<file path="config.mk">
export PLATFORM = sky130hd
export DESIGN_NAME = pin_safety_interlock_unit
export DESIGN_NICKNAME = d
export VERILOG_FILES = /design/src/rtl/core/psi_pkg.sv /design/src/rtl/core/psi_pin_cell.sv /design/src/rtl/core/pin_safety_interlock_unit.sv
export SDC_FILE = /design/constraint.sdc
export NUM_CORES = 1
export LEC_CHECK = 0
export BUFFER_PORTS_ARGS = -buffer_cell sky130_fd_sc_hd__buf_2
export CAP_MARGIN = 15
export CORE_ASPECT_RATIO = 0.6
export CORE_MARGIN = 1
export CORE_UTILIZATION = 30
export CTS_CLUSTER_DIAMETER = 100
export DETAILED_ROUTE_END_ITERATION = 10
export MAX_ROUTING_LAYER = met4
export PLACE_DENSITY = 0.47
export SYNTH_ARGS = -nofsm -noshare
export SYNTH_HDL_FRONTEND = slang
export SYNTH_SLANG_ARGS = --single-unit
export TNS_END_PERCENT = 1
</file>
<file path="constraint.sdc">
create_clock -name clk_i -period 3.3 [get_ports clk_i]
set_clock_uncertainty 0.15 [all_clocks]
set_input_delay 0.33 -clock clk_i [delete_from_list [all_inputs] [get_ports clk_i]]
set_output_delay 0.33 -clock clk_i [all_outputs]
set_load 0.02 [all_outputs]
</file>
<file path="src/rtl/core/psi_pkg.sv">
`timescale 1ns / 1ps

package psi_pkg;

  localparam int PIN_COUNT    = 16;
  localparam int AGE_BITS     = 16;
  localparam int SLOTS        = 16;
  localparam int PIN_IDX_BITS = 4;
  localparam int MASK_BITS    = 16;
  localparam int TIMEOUT_BITS = 16;
  localparam int CFG_IDX_BITS = 3;
  localparam int CFG_BITS     = 16;
  localparam int CMP_BITS     = (AGE_BITS > TIMEOUT_BITS) ? AGE_BITS : TIMEOUT_BITS;

  // Pins at or above PIN_COUNT are dropped from every mask.
  localparam logic [SLOTS-1:0] VALID_MASK = (PIN_COUNT >= SLOTS) ? {SLOTS{1'b1}} :
      SLOTS'((65'(1) << PIN_COUNT) - 65'(1));

  localparam logic [TIMEOUT_BITS-1:0] TIMEOUT_RESET = TIMEOUT_BITS'(10);

  localparam logic [CFG_IDX_BITS-1:0] CFG_REQ_HIGH     = 3'd0;
  localparam logic [CFG_IDX_BITS-1:0] CFG_REQ_LOW      = 3'd1;
  localparam logic [CFG_IDX_BITS-1:0] CFG_ANY_HIGH     = 3'd2;
  localparam logic [CFG_IDX_BITS-1:0] CFG_TIMEOUT      = 3'd3;
  localparam logic [CFG_IDX_BITS-1:0] CFG_LOGIC_MODE   = 3'd4;
  localparam logic [CFG_IDX_BITS-1:0] CFG_DEFAULT_SAFE = 3'd5;

  localparam logic REQ_UPDATE = 1'b0;
  localparam logic REQ_TICK   = 1'b1;

  localparam logic [1:0] MODE_AND    = 2'd0;
  localparam logic [1:0] MODE_OR     = 2'd1;
  localparam logic [1:0] MODE_CUSTOM = 2'd2;

  // Flags rippled down the row of pin cells.
  typedef struct packed {
    logic timed_out;
    logic req_fail;
    logic any_hit;
  } chain_t;

  // Per-cell mask bits.
  typedef struct packed {
    logic hi;
    logic lo;
    logic any;
  } pin_mask_t;

endpackage

</file>
<file path="src/rtl/core/psi_pin_cell.sv">
`timescale 1ns / 1ps

module psi_pin_cell (
  input  logic                                  clk_i,
  input  logic                                  rst_ni,
  input  logic                                  upd_en_i,
  input  logic                                  tick_en_i,
  input  logic                                  level_i,
  input  logic [psi_pkg::TIMEOUT_BITS-1:0]      timeout_i,
  input  psi_pkg::pin_mask_t                    mask_i,
  input  psi_pkg::chain_t                       chain_i,
  output psi_pkg::chain_t                       chain_o,
  output logic                                  seen_o
);

  logic                         level_q, level_d;
  logic                         seen_q, seen_d;
  logic [psi_pkg::AGE_BITS-1:0] age_q, age_d;
  logic                         too_old;

  always_comb begin
    level_d = level_q;
    seen_d  = seen_q;
    age_d   = age_q;
    if (upd_en_i) begin
      level_d = level_i;
      seen_d  = 1'b1;
      age_d   = '0;
    end else if (tick_en_i && seen_q && (age_q != {psi_pkg::AGE_BITS{1'b1}})) begin
      age_d = age_q + psi_pkg::AGE_BITS'(1);
    end
  end

  always_ff @(posedge clk_i or negedge rst_ni) begin
    if (!rst_ni) begin
      level_q <= 1'b0;
      seen_q  <= 1'b0;
      age_q   <= '0;
    end else begin
      level_q <= level_d;
      seen_q  <= seen_d;
      age_q   <= age_d;
    end
  end

  assign too_old = seen_q &&
      (psi_pkg::CMP_BITS'(age_q) > psi_pkg::CMP_BITS'(timeout_i));

  assign chain_o.timed_out = chain_i.timed_out | too_old;
  assign chain_o.req_fail  = chain_i.req_fail |
                             (mask_i.hi & ~level_q) | (mask_i.lo & level_q);
  assign chain_o.any_hit   = chain_i.any_hit | (mask_i.any & level_q);
  assign seen_o            = seen_q;

endmodule

</file>
<file path="src/rtl/core/pin_safety_interlock_unit.sv">
`timescale 1ns / 1ps

// Pin safety interlock.
// Input channel (in_valid_i / in_ready_o) carries one beat per pin update
// (req_type_i = 0, pin_index_i, pin_level_i) or time tick (req_type_i = 1).
// Output channel (out_valid_o / out_ready_i) returns exactly one beat per
// input beat: safe_state_o and state_changed_o, in input order. Config is
// a plain write port (cfg_we_i, cfg_index_i, cfg_wdata_i), to be written
// while the block is idle (not enforced by the block); writes take effect
// at the next beat. A result is held in the cell stage, then in the output
// register. Throughput: one beat per cycle while the output is not stalled.
// An input beat updates the row of 16 pin cells at once; the verdict is
// read from the cell chain when the output register is free. If the
// receiver stalls, one result waits in the output register and one more
// beat is held in the cell stage; in_ready_o then drops until the output
// moves. Reset clears all pin levels, seen marks, ages, the safe flag and
// the config registers (timeout back to 10); no result is pending.
module pin_safety_interlock_unit (
  input  logic                               clk_i,
  input  logic                               rst_ni,
  input  logic                               cfg_we_i,
  input  logic [psi_pkg::CFG_IDX_BITS-1:0]   cfg_index_i,
  input  logic [psi_pkg::CFG_BITS-1:0]       cfg_wdata_i,
  input  logic                               in_valid_i,
  output logic                               in_ready_o,
  input  logic                               req_type_i,
  input  logic [psi_pkg::PIN_IDX_BITS-1:0]   pin_index_i,
  input  logic                               pin_level_i,
  output logic                               out_valid_o,
  input  logic                               out_ready_i,
  output logic                               safe_state_o,
  output logic                               state_changed_o
);

  logic [psi_pkg::MASK_BITS-1:0]    req_high_q, req_low_q, any_high_q;
  logic [psi_pkg::TIMEOUT_BITS-1:0] timeout_q;
  logic [1:0]                       mode_q;
  logic                             default_safe_q;

  always_ff @(posedge clk_i or negedge rst_ni) begin
    if (!rst_ni) begin
      req_high_q     <= '0;
      req_low_q      <= '0;
      any_high_q     <= '0;
      timeout_q      <= psi_pkg::TIMEOUT_RESET;
      mode_q         <= psi_pkg::MODE_AND;
      default_safe_q <= 1'b0;
    end else if (cfg_we_i) begin
      case (cfg_index_i)
        psi_pkg::CFG_REQ_HIGH:     req_high_q     <= cfg_wdata_i[psi_pkg::MASK_BITS-1:0];
        psi_pkg::CFG_REQ_LOW:      req_low_q      <= cfg_wdata_i[psi_pkg::MASK_BITS-1:0];
        psi_pkg::CFG_ANY_HIGH:     any_high_q     <= cfg_wdata_i[psi_pkg::MASK_BITS-1:0];
        psi_pkg::CFG_TIMEOUT:      timeout_q      <= cfg_wdata_i[psi_pkg::TIMEOUT_BITS-1:0];
        psi_pkg::CFG_LOGIC_MODE:   mode_q         <= cfg_wdata_i[1:0];
        psi_pkg::CFG_DEFAULT_SAFE: default_safe_q <= cfg_wdata_i[0];
        default: ;
      endcase
    end
  end

  logic [psi_pkg::SLOTS-1:0] hi_m, lo_m, any_m, monitored;
  assign hi_m      = psi_pkg::SLOTS'(req_high_q) & psi_pkg::VALID_MASK;
  assign lo_m      = psi_pkg::SLOTS'(req_low_q) & psi_pkg::VALID_MASK;
  assign any_m     = psi_pkg::SLOTS'(any_high_q) & psi_pkg::VALID_MASK;
  assign monitored = hi_m | lo_m | any_m;

  logic                      in_beat, is_tick, pin_mon, out_adv;
  logic [psi_pkg::SLOTS-1:0] pin_bit, seen_vec;
  // Cell stage: the beat whose verdict is read from the chain this cycle.
  logic                      s1_valid_q, s1_hold_q, all_seen_q, safe_flag_q;

  assign pin_bit    = psi_pkg::SLOTS'(1) << pin_index_i;
  assign pin_mon    = |(monitored & pin_bit);
  assign is_tick    = (req_type_i == psi_pkg::REQ_TICK);
  assign out_adv    = !out_valid_o || out_ready_i;
  assign in_ready_o = !s1_valid_q || out_adv;
  assign in_beat    = in_valid_i && in_ready_o;

  psi_pkg::chain_t chain [psi_pkg::SLOTS+1];
  assign chain[0] = '0;

  for (genvar g = 0; g < psi_pkg::SLOTS; g++) begin : g_cell
    logic               upd_en;
    psi_pkg::pin_mask_t mask;
    assign upd_en = in_beat && !is_tick && pin_mon &&
                    (pin_index_i == psi_pkg::PIN_IDX_BITS'(g));
    assign mask.hi  = hi_m[g];
    assign mask.lo  = lo_m[g];
    assign mask.any = any_m[g];

    psi_pin_cell u_cell (
      .clk_i     (clk_i),
      .rst_ni    (rst_ni),
      .upd_en_i  (upd_en),
      .tick_en_i (in_beat && is_tick),
      .level_i   (pin_level_i),
      .timeout_i (timeout_q),
      .mask_i    (mask),
      .chain_i   (chain[g]),
      .chain_o   (chain[g+1]),
      .seen_o    (seen_vec[g])
    );
  end

  logic judge, mode_ok, verdict, changed;

  always_comb begin
    case (mode_q)
      psi_pkg::MODE_AND:    mode_ok = !chain[psi_pkg::SLOTS].req_fail;
      psi_pkg::MODE_OR:     mode_ok = chain[psi_pkg::SLOTS].any_hit;
      psi_pkg::MODE_CUSTOM: mode_ok = !chain[psi_pkg::SLOTS].req_fail &&
                                      ((any_m == '0) || chain[psi_pkg::SLOTS].any_hit);
      default:              mode_ok = 1'b0;
    endcase
    if (!all_seen_q)                              judge = default_safe_q;
    else if (chain[psi_pkg::SLOTS].timed_out)     judge = 1'b0;
    else                                          judge = mode_ok;
    // Unmonitored update repeats the last verdict.
    verdict = s1_hold_q ? safe_flag_q : judge;
    changed = s1_hold_q ? 1'b0 : (judge != safe_flag_q);
  end

  always_ff @(posedge clk_i or negedge rst_ni) begin
    if (!rst_ni) begin
      s1_valid_q  <= 1'b0;
      s1_hold_q   <= 1'b0;
      all_seen_q  <= 1'b0;
      safe_flag_q <= 1'b0;
      out_valid_o <= 1'b0;
    end else begin
      if (in_beat) begin
        s1_valid_q <= 1'b1;
        s1_hold_q  <= !is_tick && !pin_mon;
        if (!is_tick && pin_mon && (((seen_vec | pin_bit) & monitored) == monitored)) begin
          all_seen_q <= 1'b1;
        end
      end else if (out_adv) begin
        s1_valid_q <= 1'b0;
      end
      if (s1_valid_q && out_adv) begin
        out_valid_o <= 1'b1;
        safe_flag_q <= verdict;
      end else if (out_ready_i) begin
        out_valid_o <= 1'b0;
      end
    end
  end

  always_ff @(posedge clk_i) begin
    if (s1_valid_q && out_adv) begin
      safe_state_o    <= verdict;
      state_changed_o <= changed;
    end
  end

endmodule

</file>
==> qor.csv, run 1 <==
stage,metric,value,unit
placement,placedCellCount,3546,
global_route,gr-total-overflow,0,
hold_path,min_to,default_safe_q$_DFFE_PN0P_,
run_status,status,"complete, but fails checks",
die,initial_core_util,30.7,%
drt,ant_nets,0,
run,maxCapViolations,0,
hold_path,hold_class,input port to register,
final_layout,fin_nets,2926,
critical_path,reg2reg_depth,10,
drt,avgViaCountPerCell,5.21,
placement,port_buffers,33,
die,die_h,216,um
critical_path,worstSetupPathType,register to register,
die,core_area,0.0745,mm^2
placement,dp_hpwl,58600,um
drt,dr_total_vias,19000,
critical_path,required,3580,ps
synthesis,ys_warn_count,0,
synthesis,avgSynthCellArea,9.75,um^2
die,num_rows,77,
synthesis,synth_cell_type_count,69,
global_route,grt_first_pass_wirelength,115000,um
drt,drtPass1Iterations,5,
sta,fin_setup_tns,-569,ps
critical_path,critical_path_arrival,3810,ps
synthesis,synth_flop_cell,dfrtp_1,
clocking,clk_latency,570,ps
power,power,14.7,mW
critical_path,path_cells,inv_1 > ha_1 > nand4_1 > or4_1 > nand2_2 > a31oi_2 > or4_4 > or4b_4 > o31ai_4 > mux2_4,
critical_path,crit_path_top_delay_cell,or4_1,
clocking,cts_buffer_depth,3,
critical_path,r2r_end,safe_state_o$_DFFE_PP_,
critical_path,rr_startpoint,timeout_q[14]$_DFFE_PN0P_,
global_route,grtUsageTotal,20.2,%
sta,worst_pin_slew,794,ps
die,die_w,358,um
power,power.density,528,mW/mm^2
final_layout,drive_gt1_share,16.9,%
hold_path,hold_path_depth,3,
clocking,path_clk_slew,70,ps
critical_path,rrSetupSlack,-230,ps
drt,wire_per_inst,20.7,um
synthesis,ys_seq_area_share,39.7,%
clocking,cts_buffers,39,
synthesis,synth-async-reset-ratio,99.4,%
final_layout,fill_cells,7388,
critical_path,worstSetupEndpointType,register,
clocking,clock_sinks,362,
sta,slew_viol_final,0,
sta,max_freq,283,MHz
synthesis,synth-edff-count,2,
final_layout,synthToLayoutAreaGrowth,21.3,%
sta,rsz0062_at_grt,yes,
die,ios,34,
synthesis,synthCells,2344,
drt,routed_wl,75500,um
die,dieArea,0.0773,mm^2
clocking,cts_root_buffer,clkbuf_16,
clocking,cts_tree,yes,
power,ir_drop,364,uV
drt,drcViolationCount,0,
sta,finalCriticalPeriod,3530,ps
global_route,grt_max_degree,84,
hold_path,min_from,cfg_we_i,
critical_path,max_stage_delay,630,ps
drt,drt-initial-drc-count,1670,
final_layout,fin_cells,3641,
run_status,violations,setup timing,
power,leakagePower,13.0,nW
placement,place_ws,-280,ps
clocking,h-tree-depth,2,
synthesis,syn_area,0.0229,mm^2
global_route,antenna_found_initial,3,
synthesis,synth_fp_nets,2646,
sta,setup_viol,3,
critical_path,crit_path_max_fanout,4,
sta,setup_slack,-230,ps
placement,gp_congestion,0.905,
synthesis,ys_ff_latch,362,
global_route,grt_pass1_vias,18400,
critical_path,startpoint_type,register,
sta,max-slew-margin-rel,47.1,%
sta,hold_violations,0,
sta,fin_crit_sh,107,%
final_layout,finish.utilization,37.2,%
-- sequential cells by signal (all words and copies together), names as in the netlist --
name and count:
any_high_q 16, s1_valid_q 1, lo_m 16, hi_m 16, g_cell.u_cell.age_q 256, s1_hold_q 1, g_cell.u_cell.level_q 16, timeout_q 16
all_seen_q 1, out_valid_o 1, g_cell.u_cell.seen_o 16, mode_q 2, default_safe_q 1, safe_flag_q 1, safe_state_o 1, state_changed_o 1
-- layout make-up --
type                       instances  area, um^2  area share, %
antenna                            1        2.50        0.00903
clock buffer                      53        1120           4.04
clock inverter                    17         189          0.682
inverter                          70         274          0.988
multi-input combinational       1867       13500           48.6
sequential                       362        9070           32.7
tap                              987        1230           4.45
timing repair buffer             284        2350           8.48
-- where the power goes --
group / switching, mW / leakage (nW) / internal, mW
combinational: 2.30 / 7.54 / 1.93
clock: 1.97 / 0.636 / 2.63
sequential: 0.808 / 4.80 / 5.01
total: 5.08 / 13.0 / 9.57
-- synthesized netlist by cell type (38+ instances only) --
cell type | number | area, um^2
dfrtp_1 | 358 | 8960
nor2_1 | 334 | 1250
ha_1 | 272 | 3400
nand2_1 | 176 | 661
xor2_1 | 146 | 1280
nand4_1 | 133 | 832
a21oi_1 | 113 | 566
xnor2_1 | 94 | 823
nand3_1 | 76 | 380
inv_1 | 70 | 263
mux2_2 | 64 | 721
nor3_1 | 38 | 190
-- through the flow --
| step | hold slack [ps] | instance area [um^2] |
|---|---|---|
| after global routing | 17.3 | 27700 |
| after global placement | 249 | 26000 |
| after detailed placement | 257 | 26000 |
| after CTS | 3.03 | 27700 |
| final | 33.0 | 27700 |
| after floorplan | -116 | 22900 |
-- worst max-delay path: cells and delay by family, from the launching register on --
family	cells	cell delay, ps
AO/OA/AOI/OAI	2	250
flip-flops	1	350
buffers and inverters	1	120
adder cells (fa/ha/maj)	1	330
AND/OR/NAND/NOR	5	2030
multiplexers	1	180
-- per-layer routing --
metal	track usage (%)	share of wire [%]	vias to the layer above
li1	-	-	8995
met1	32.0	53	9379
met2	26.3	39	511
met3	3.10	6.7	91
met4	3.65	1.8	0
met5	-	0	-
-- how the worst max path moves through the flow --
stage                                   start                endpoint  slack, ps  depth (start not counted)
finish              timeout_q[14]$_DFFE_PN0P_  safe_state_o$_DFFE_PP_       -230                         10
global route         timeout_q[1]$_DFFE_PN1P_  safe_state_o$_DFFE_PP_       -310                         11
CTS                  timeout_q[3]$_DFFE_PN1P_  safe_state_o$_DFFE_PP_       -190                         11
detailed placement  timeout_q[15]$_DFFE_PN0P_  safe_state_o$_DFFE_PP_       -280                         10
global placement    timeout_q[15]$_DFFE_PN0P_  safe_state_o$_DFFE_PP_       -270                         10
floorplan           timeout_q[14]$_DFFE_PN0P_  safe_state_o$_DFFE_PP_        -50                         10
-- layout by cell type (no fill, tap or decap), types with 31 or more instances in the layout --
master | Yosys | layout
a21oi_1 | 113 | 113
and3_1 | 31 | 31
buf_2 | 16 | 32
buf_4 | 0 | 212
clkbuf_16 | 0 | 40
dfrtp_1 | 358 | 358
ha_1 | 272 | 269
inv_1 | 70 | 60
mux2_2 | 64 | 64
nand2_1 | 176 | 175
nand3_1 | 76 | 76
nand4_1 | 133 | 133
nor2_1 | 334 | 334
nor3_1 | 38 | 36
o21ai_0 | 34 | 34
xnor2_1 | 94 | 94
xor2_1 | 146 | 146
-- kinds of logic (layout without fill, tap and decap cells) --
kind of cell,Yosys count,in the layout,share of synthesized area (%)
AO/OA/AOI/OAI,276,276,7.86
buffers and inverters,115,424,1.98
other,0,1,0
multiplexers,109,109,5.22
adder cells (fa/ha/maj),272,272,14.9
XOR/XNOR,240,240,9.20
flip-flops,362,362,39.7
AND/OR/NAND/NOR,970,970,21.2
-- repair_timing --
item,in CTS,in global routing
resized for setup,25,8
endpoints found under the hold margin,125,0
hold buffers,16,0
pin swaps,6,1
endpoints found under the setup margin,3,84
buffers inserted,7,2
(Power assumes the default switching activity.)
==> run 2, diff against run 1 <==
CORE_UTILIZATION = 58   (was 30)
PLACE_DENSITY = 0.79   (was 0.47)
RECOVER_POWER = 25   (was default)
SKIP_CTS_REPAIR_TIMING = 1   (was default)
==> qor.csv, run 2 (synthesis gave the netlist of run 1 again) <==
stage,metric,value,unit,change
critical_path,worstSetupPathType,register to register,,
drt,avgViaCountPerCell,6.22,,+19%
drt,drt-initial-drc-count,1971,,+18%
final_layout,drive_gt1_share,14.6,%,-2.3 points
critical_path,startpoint_type,register,,
placement,placedCellCount,3026,,-15%
global_route,grt_max_degree,93,,+11%
sta,fin_crit_sh,103,%,-4.2 points
critical_path,required,3440,ps,-140 ps
critical_path,worstSetupEndpointType,register,,
sta,fin_setup_tns,-120,ps,+449 ps
global_route,grt_first_pass_wirelength,106000,um,-7.4%
critical_path,crit_family,simple AND/OR/NAND/NOR gates,,
placement,dp_hpwl,50500,um,-14%
power,power.density,538,mW/mm^2,+1.8%
final_layout,final_design_area_no_fill,0.0265,mm^2,-4.5%
run_status,violations,"capacitance limit, slew limit, setup timing",,
drt,wire_per_inst,21.5,um,+3.9%
sta,setup_slack,-91.1,ps,+139 ps
sta,setup_viol,3,,unchanged
drt,dr_total_vias,19400,,+2.1%
critical_path,reg2reg_depth,12,,+2
final_layout,fin_cells,3114,,-14%
critical_path,path_buf_inv,3,,+2
final_layout,regArea,0.00907,mm^2,unchanged
sta,finalCriticalPeriod,3390,ps,-139 ps
placement,postPlaceCellArea,0.0250,mm^2,-4.0%
drt,routed_wl,67100,um,-11%
sta,rsz0062_at_grt,yes,,
final_layout,layout_common_cells,"dfrtp_1 (358), nor2_1 (334), ha_1 (268)",,
global_route,antenna_found_initial,3,,unchanged
power,ir_drop,396,uV,+8.8%
global_route,grtUsageTotal,34.9,%,+15 points
clocking,clock_sinks,362,,unchanged
critical_path,path_cells,inv_2 > buf_4 > buf_4 > ha_1 > nand4_1 > or4_1 > a21o_1 > a31oi_2 > a21oi_1 > nand4_1 > o31ai_4 > mux2_1,,
run_status,status,"complete, but fails checks",,
critical_path,critPathCapture,safe_state_o$_DFFE_PP_,,
critical_path,rr_startpoint,timeout_q[11]$_DFFE_PN0P_,,
power,power,14.2,mW,-2.8%
final_layout,fill_cells,2892,,-61%
final_layout,largest_reg_flops,256,,unchanged
power,leakagePower,12.6,nW,-2.8%
run,maxCapViolations,1,,+1
final_layout,multi_input_comb_area,0.0135,mm^2,-0.13%
clocking,cts_root_buffer,clkbuf_16,,
critical_path,crit_path_max_fanout,8,,+4
clocking,path_clk_slew,60,ps,about the same
sta,worst_pin_slew,1570,ps,+778 ps
final_layout,final_common_cell,dfrtp_1,,
die,ios,34,,unchanged
placement,port_buffers,33,,unchanged
final_layout,diodes,0,,-1
die,initial_core_util,59.7,%,+29 points
die,num_rows,55,,-29%
critical_path,max_stage_delay,560,ps,-70 ps
drt,drtPass1Iterations,5,,unchanged
drt,ant_nets,0,,unchanged
sta,hold_violations,0,,unchanged
critical_path,worstSetupStartpoint,timeout_q[11]$_DFFE_PN0P_,,
critical_path,r2r_end,safe_state_o$_DFFE_PP_,,
sta,max-slew-margin-rel,-4.78,%,-52 points
clocking,cts_tree,yes,,
hold_path,hold_class,input port to register,,
die,die_h,156,um,-28%
critical_path,crit_path_top_delay_cell,or4_1,,
critical_path,rrSetupSlack,-90,ps,+140 ps
die,core_area,0.0383,mm^2,-49%
critical_path,critical_path_arrival,3530,ps,-280 ps
final_layout,largest-register,g_cell.u_cell.age_q,,
hold_path,hold_path_depth,2,,-1
final_layout,synthToLayoutAreaGrowth,15.9,%,
sta,max_freq,295,MHz,+4.1%
global_route,grt_pass1_vias,18700,,+1.8%
drt,drcViolationCount,0,,unchanged
clocking,clk_latency,550,ps,-20 ps
clocking,cts_buffers,37,,-5.1%
clocking,h-tree-depth,2,,unchanged
final_layout,fin_nets,2874,,-1.8%
placement,gp_congestion,1.01,,+12%
critical_path,crit_cells,12,,+2
global_route,gr-total-overflow,0,,unchanged
die,dieArea,0.0402,mm^2,-48%
die,die_w,258,um,-28%
sta,slew_viol_final,56,,+56
clocking,cts_buffer_depth,3,,unchanged
## run 2: power breakdown
part | switching, mW | leakage (nW) | internal [mW]
Combinational | 2.22 | 7.19 | 1.77
Clock | 1.86 | 0.623 | 2.59
Sequential | 0.807 | 4.80 | 5.01
## run 2: worst register-to-register path, cell delays in order (launching register included)
cell	delay, ps
dfrtp_1	350
inv_2	80
buf_4	160
buf_4	210
ha_1	350
nand4_1	130
or4_1	560
a21o_1	190
a31oi_2	300
a21oi_1	80
nand4_1	170
o31ai_4	90
mux2_1	310
## run 2: worst min path at each step
| stage | start | to | slack [ps] |
|---|---|---|---|
| final | cfg_wdata_i[5] | timeout_q[5]$_DFFE_PN0P_ | 20 |
| after global routing | cfg_wdata_i[5] | timeout_q[5]$_DFFE_PN0P_ | 2 |
| after CTS | rst_ni | g_cell[6].u_cell.age_q[9]$_DFFE_PN0P_ | -440 |
| after detailed placement | rst_ni | g_cell[6].u_cell.age_q[6]$_DFFE_PN0P_ | 150 |
| after global placement | rst_ni | g_cell[6].u_cell.age_q[4]$_DFFE_PN0P_ | 140 |
| after floorplan | rst_ni | all_seen_q$_DFFE_PN0P_ | -120 |
## run 2: area by class of cell
cell class                 instances  area share (%)
sequential                       362            34.3
multi-input combinational       1867            50.8
clock buffer                      56            4.23
clock inverter                    12           0.534
inverter                          70           0.992
timing repair buffer             234            6.72
tap                              513            2.42
## run 2: layer usage
metal,GRT usage [%],routed length (um),vias to the layer above
li1,-,-,8905
met1,52.2,31200,9542
met2,49.7,28300,808
met3,5.26,5970,116
met4,8.11,1540,0
met5,-,0,-
## run 2: through the flow
step / setup WS [ps] / utilization [%] / hold slack, ps
floorplan: -46.9 / - / -116
global placement: -167 / 65.3 / 140
detailed placement: -184 / 65.3 / 145
CTS: -199 / 68.6 / -435
global route: -170 / 69.2 / 2.24
finish: -91.1 / 69.2 / 15.4
